`config.mk`:
```
export PLATFORM = sky130hd
export DESIGN_NAME = godf_ram
export DESIGN_NICKNAME = d
export VERILOG_FILES = /design/src/hw/rtl/godf_ram.sv
export SDC_FILE = /design/constraint.sdc
export NUM_CORES = 2
export LEC_CHECK = 0
export ABC_AREA = 0
export BUFFER_PORTS_ARGS = -buffer_cell sky130_fd_sc_hd__buf_2
export CAP_MARGIN = 20
export CORE_MARGIN = 2
export CORE_UTILIZATION = 55
export CTS_BUF_LIST = sky130_fd_sc_hd__clkbuf_2 sky130_fd_sc_hd__clkbuf_4 sky130_fd_sc_hd__clkbuf_8
export CTS_CLUSTER_SIZE = 30
export DETAILED_ROUTE_END_ITERATION = 10
export PLACE_DENSITY = 0.71
export SYNTH_ARGS = -nofsm -noshare
export SYNTH_HDL_FRONTEND = slang
export SYNTH_SLANG_ARGS = --single-unit
```
`constraint.sdc`:
```
create_clock -name clk -period 6.9 [get_ports clk]
set_clock_uncertainty 0.2 [all_clocks]
set_input_delay 0.69 -clock clk [delete_from_list [all_inputs] [get_ports clk]]
set_output_delay 0.69 -clock clk [all_outputs]
set_load 0.02 [all_outputs]
```
`src/hw/rtl/godf_ram.sv`:
```
// generic single write port, single read port ram with registered read
module godf_ram #(
	parameter int WIDTH = 8,
	parameter int DEPTH = 256
) (
	input  logic                     clk,
	input  logic                     we,
	input  logic [$clog2(DEPTH)-1:0] waddr,
	input  logic [WIDTH-1:0]         wdata,
	input  logic [$clog2(DEPTH)-1:0] raddr,
	output logic [WIDTH-1:0]         rdata
);

	logic [WIDTH-1:0] mem [DEPTH];

	always_ff @(posedge clk) begin
		if (we) begin
			mem[waddr] <= wdata;
		end
		rdata <= mem[raddr];
	end

endmodule

```
### After elaboration in Yosys (flattened, before gate mapping)

Memory sizes are Yosys's and may differ from the RTL's. A register that Yosys moved wholly into a read port is not among the register bits.
Cells that the tools add are included.
W data, S select, Z words.

| storage, ports and cells | value |
|---|---|
| register bits after elaboration | 0 |
| bits in writable memories | 2048 |
| input port bits | 26 |
| output and inout port bits | 8 |
| logic and storage cells | 3 |
| memories kept | 1 |

Memories:

| memory | words | width | rd ports | clocked after Yosys merged registers in | wr ports | line | source |
|---|---|---|---|---|---|---|---|
| mem | 256 | 8 | 1 | 1 | 1 | 14 | `logic [WIDTH-1:0] mem [DEPTH];` |

| operators by class | value |
|---|---|
| multiplexer cells | 2 |

Operator list:

| kind | count |
|---|---|
| $mux W1 | 2 |

### Depth between registers and ports, before layout

| depth | value |
|---|---|
| depth after elaboration | 2 |
| depth in mapped cells | 11 |
| gate-level depth less buffers | 6 |

### Worst setup path after synthesis

No wires, ideal clock.

| timing path | value |
|---|---|
| path kind | input -> register |
| start point | in raddr[0] |
| end point | reg rdata[2] (read register of mem) |
| library setup time | 0.131 ns |
| data arrival time | 2.497 ns |
| required time | 6.569 ns |
| path slack | 4.072 ns |
| stages on the path | 9 |
| buffers on the path | 4 |
| cells stage by stage | buf_6 > buf_12 > buf_8 > buf_2 > mux4_2 > a22oi_1 > a21oi_1 > nor4_1 > nor4_2 |

RTL lines:

| element | line | source |
|---|---|---|
| from (decl) | 10 | `input logic [$clog2(DEPTH)-1:0] raddr,` |
| to (decl) | 11 | `output logic [WIDTH-1:0] rdata` |

==> out/qor.txt <==
pre-CTS setup slack: 2.29 ns
Mean Syn Cell Area: 21.3 um^2
PortBufs: 33
Longest Clk Path Bufs: 4
ranking of synthesized cells by area: edfxtp_1 (77%), mux4_2 (13%), mux2i_1 (1.7%)
crit end category: register
cell area after technology mapping: 0.0796 mm^2
Comb pwr share: 4.8%
Post-layout nets: 3,982
Fillers: 9,918
setup slack, reg-to-reg: 3.81 ns
Switching Fraction: 21.6%
Seq pwr share: 55.1%
critical path's largest stage delay: 0.99 ns
failing checks: DRC, hold timing
cell area after layout: 0.0879 mm^2
H-tree depth: 5
final hold violations: 2
Synth Flop Type: edfxtp_1
RSZ-0062 raised after global routing: no
GRT overflow: 0
WP data arrival: 4.28 ns
total negative slack: 0 ns
most frequent cells in the layout: edfxtp_1 (2,048), mux4_2 (454), clkbuf_8 (345), nor2_1 (279), mux2i_1 (134)
syn nets: 3,759
met1 usage: 38.0%
area of the multi-input gates: 0.0165 mm^2
relative slew slack: 17.7%
reg-to-reg critical path startpoint: mem[139][2]
full die area: 0.148 mm^2
TritonCTS clock tree: yes
most frequent CP cell: mux4_2
IO Pins: 34
Sw Pwr: 5.40 mW
crit-path leading delay family: simple AND/OR/NAND/NOR gates
Seq/Total Area, Yosys: 77.5%
Yosys warnings: 0
hold_ws: -0.00221 ns
Final setup violation count: 0
Int Pwr: 19.6 mW
DP Area: 0.0816 mm^2
Die W: 384 um
post-synth top area share: 77.3%
largest net degree at the start of global routing: 194
Post-CTS Resized: 0
Util after Layout: 61.2%
clock share of power: 40.1%
Setup CP Type: input pin to register
gr busiest metal: met2
Reg2Reg Depth: 6
Pleak: 27.2 nW
Syn Inst Count: 3,733
post-synthesis register bit count: 2,056
post-DP HPWL: 113,000 um
met2 Use GR: 39.0%
commonest non-fill, non-tap cell in the layout: edfxtp_1
Crit Path Max Fanout: 61
worst-margin pin slew: 1.22 ns
Die Height: 384 um
Worst Hold Launch: wdata[0]
drt pass-1 iters: 9
Area Overhead vs Synth: 10.5%
Clock Tree Root: clkbuf_8
cell taking the most area after synthesis: edfxtp_1
Worst-Skew Late Latency: 1.06 ns
share of cells above drive strength 1: 26.2%
Sink Count: 2,056
CP max-delay cell: nor3_1
GR Util All Layers: 26.0%
first-pass GRT wire length: 275,000 um
routability cong.: 0.863
number of synthesized flops with an enable pin: 2,048
cells along the critical path: buf_8, buf_12, mux4_2, mux4_2, nor2_1, a2111oi_0, nor3_1, nor4_2
hold path cells: 1
CP bufs+invs: 2
CP required: 7.56 ns
vias per cell: 6.49
initial antenna violation count: 13
min Tclk post-route: 3.62 ns
ys async rst share: 0%
Routed WL: 190,000 um
Routed WL per cell: 31.1 um
setup ws final: 3.28 ns
PwrDens: 285 mW/mm^2
total CTS buffers: 333
Hold EP: mem[74][0]
FF/Latch Area: 0.0617 mm^2
starting DRC count in detailed routing: 5,677
Tot Pwr: 25.0 mW
VDD IR max: 0.000236 V
Unique masters post-synth: 55
Reg-to-Reg End: rdata[2]
Hold Path Class: input pin to register
Initial Utilization: 55.4%
clock transition at the registers of the reported paths: 0.07 ns
Final ANT Viol Nets: 0
core region area: 0.144 mm^2
number of global-route vias before repair: 39,700
# DRC: 8
via count: 39,600
period utilisation layout: 52.4%
status: finished with violations
Max Cap Viol: 0
met3 usage: 6.08%
max-slew violations: 0
CP Launch Type: input pin
highest clock rate: 0.276 GHz
number of cells on the critical path: 8
num rows: 139
==> area by class of cell <==
| class | count | share of cell area (%) |
|---|---|---|
| clock inverters | 107 | 0.784 |
| flip-flops and latches | 2056 | 70.2 |
| multi-input cells | 1442 | 18.8 |
| repair buffers | 121 | 1.23 |
| well taps | 1903 | 2.71 |
| inverters | 2 | 0.00854 |
| clock buffers | 453 | 6.30 |
| diodes | 11 | 0.0313 |
==> stage by stage <==
| step | cells | hold slack, ns |
|---|---|---|
| 2_1_floorplan | 3733 | 0.570 |
| 3_3_place_gp | 5513 | 0.829 |
| 3_5_place_dp | 5519 | 0.870 |
| 4_1_cts | 6082 | 0.0208 |
| 5_1_grt | 6090 | -0.00390 |
| 6_report | 6095 | -0.00221 |
==> synthesized netlist by cell type (28+ instances only) <==
| cell type | number |
|---|---|
| nor2_1 | 282 |
| edfxtp_1 | 2048 |
| a22oi_1 | 133 |
| nor2b_1 | 31 |
| o22ai_1 | 28 |
| mux4_2 | 454 |
| a21oi_1 | 96 |
| buf_2 | 31 |
| nand2_1 | 33 |
| mux2i_1 | 134 |
| clkbuf_1 | 111 |
| nand3_1 | 34 |
| o221ai_1 | 46 |
==> worst register-to-register path: cells and delay by family, from the launching register on <==
kind	cells	cell delay (ns)
compound gates	1	0.10
flops	1	0.35
mux	2	1.03
simple gates	3	1.26
==> layer usage <==
metal | vias up | part of all wire (%)
li1 | 16200 | -
met1 | 20700 | 39
met2 | 2297 | 47
met3 | 388 | 11
met4 | 8 | 3.5
met5 | - | 0.030
==> logic make-up (layout without fill, tap and decap cells) <==
family | Yosys count | after routing | synth area share (%)
other | 0 | 11 | 0
multiplexers | 591 | 591 | 14.6
buffers and inverters | 235 | 683 | 1.83
AO/OA/AOI/OAI | 385 | 385 | 3.42
flip-flops | 2056 | 2056 | 77.5
AND/OR/NAND/NOR | 466 | 466 | 2.63
==> timing repair <==
action	4_1_cts	5_1_grt
hold buffers	3	0
setup buffers	0	0
endpoints found under the hold margin	200	0
==> worst max-delay path by stage <==
stage                        start       end
after CTS                 raddr[0]  rdata[2]
final                     raddr[0]  rdata[2]
after global placement    raddr[0]  rdata[5]
after detailed placement  raddr[0]  rdata[2]
after floorplan           raddr[0]  rdata[2]
after global routing      raddr[0]  rdata[2]
==> flip-flops by register name, indices dropped and copies added (netlist names) <==
register  count
mem        2048
rdata         8
==> power groups by stage <==
stage | combinational (mW) | sequential [mW] | clock, mW
CTS | 1.20 | 13.8 | 10.1
finish | 1.21 | 13.8 | 10.0
floorplan | 0.669 | 14.1 | 0
detailed placement | 1.20 | 14.1 | 0
global placement | 1.18 | 14.1 | 0
global route | 1.27 | 13.8 | 10.7
Power figures use the tool's default switching activity.
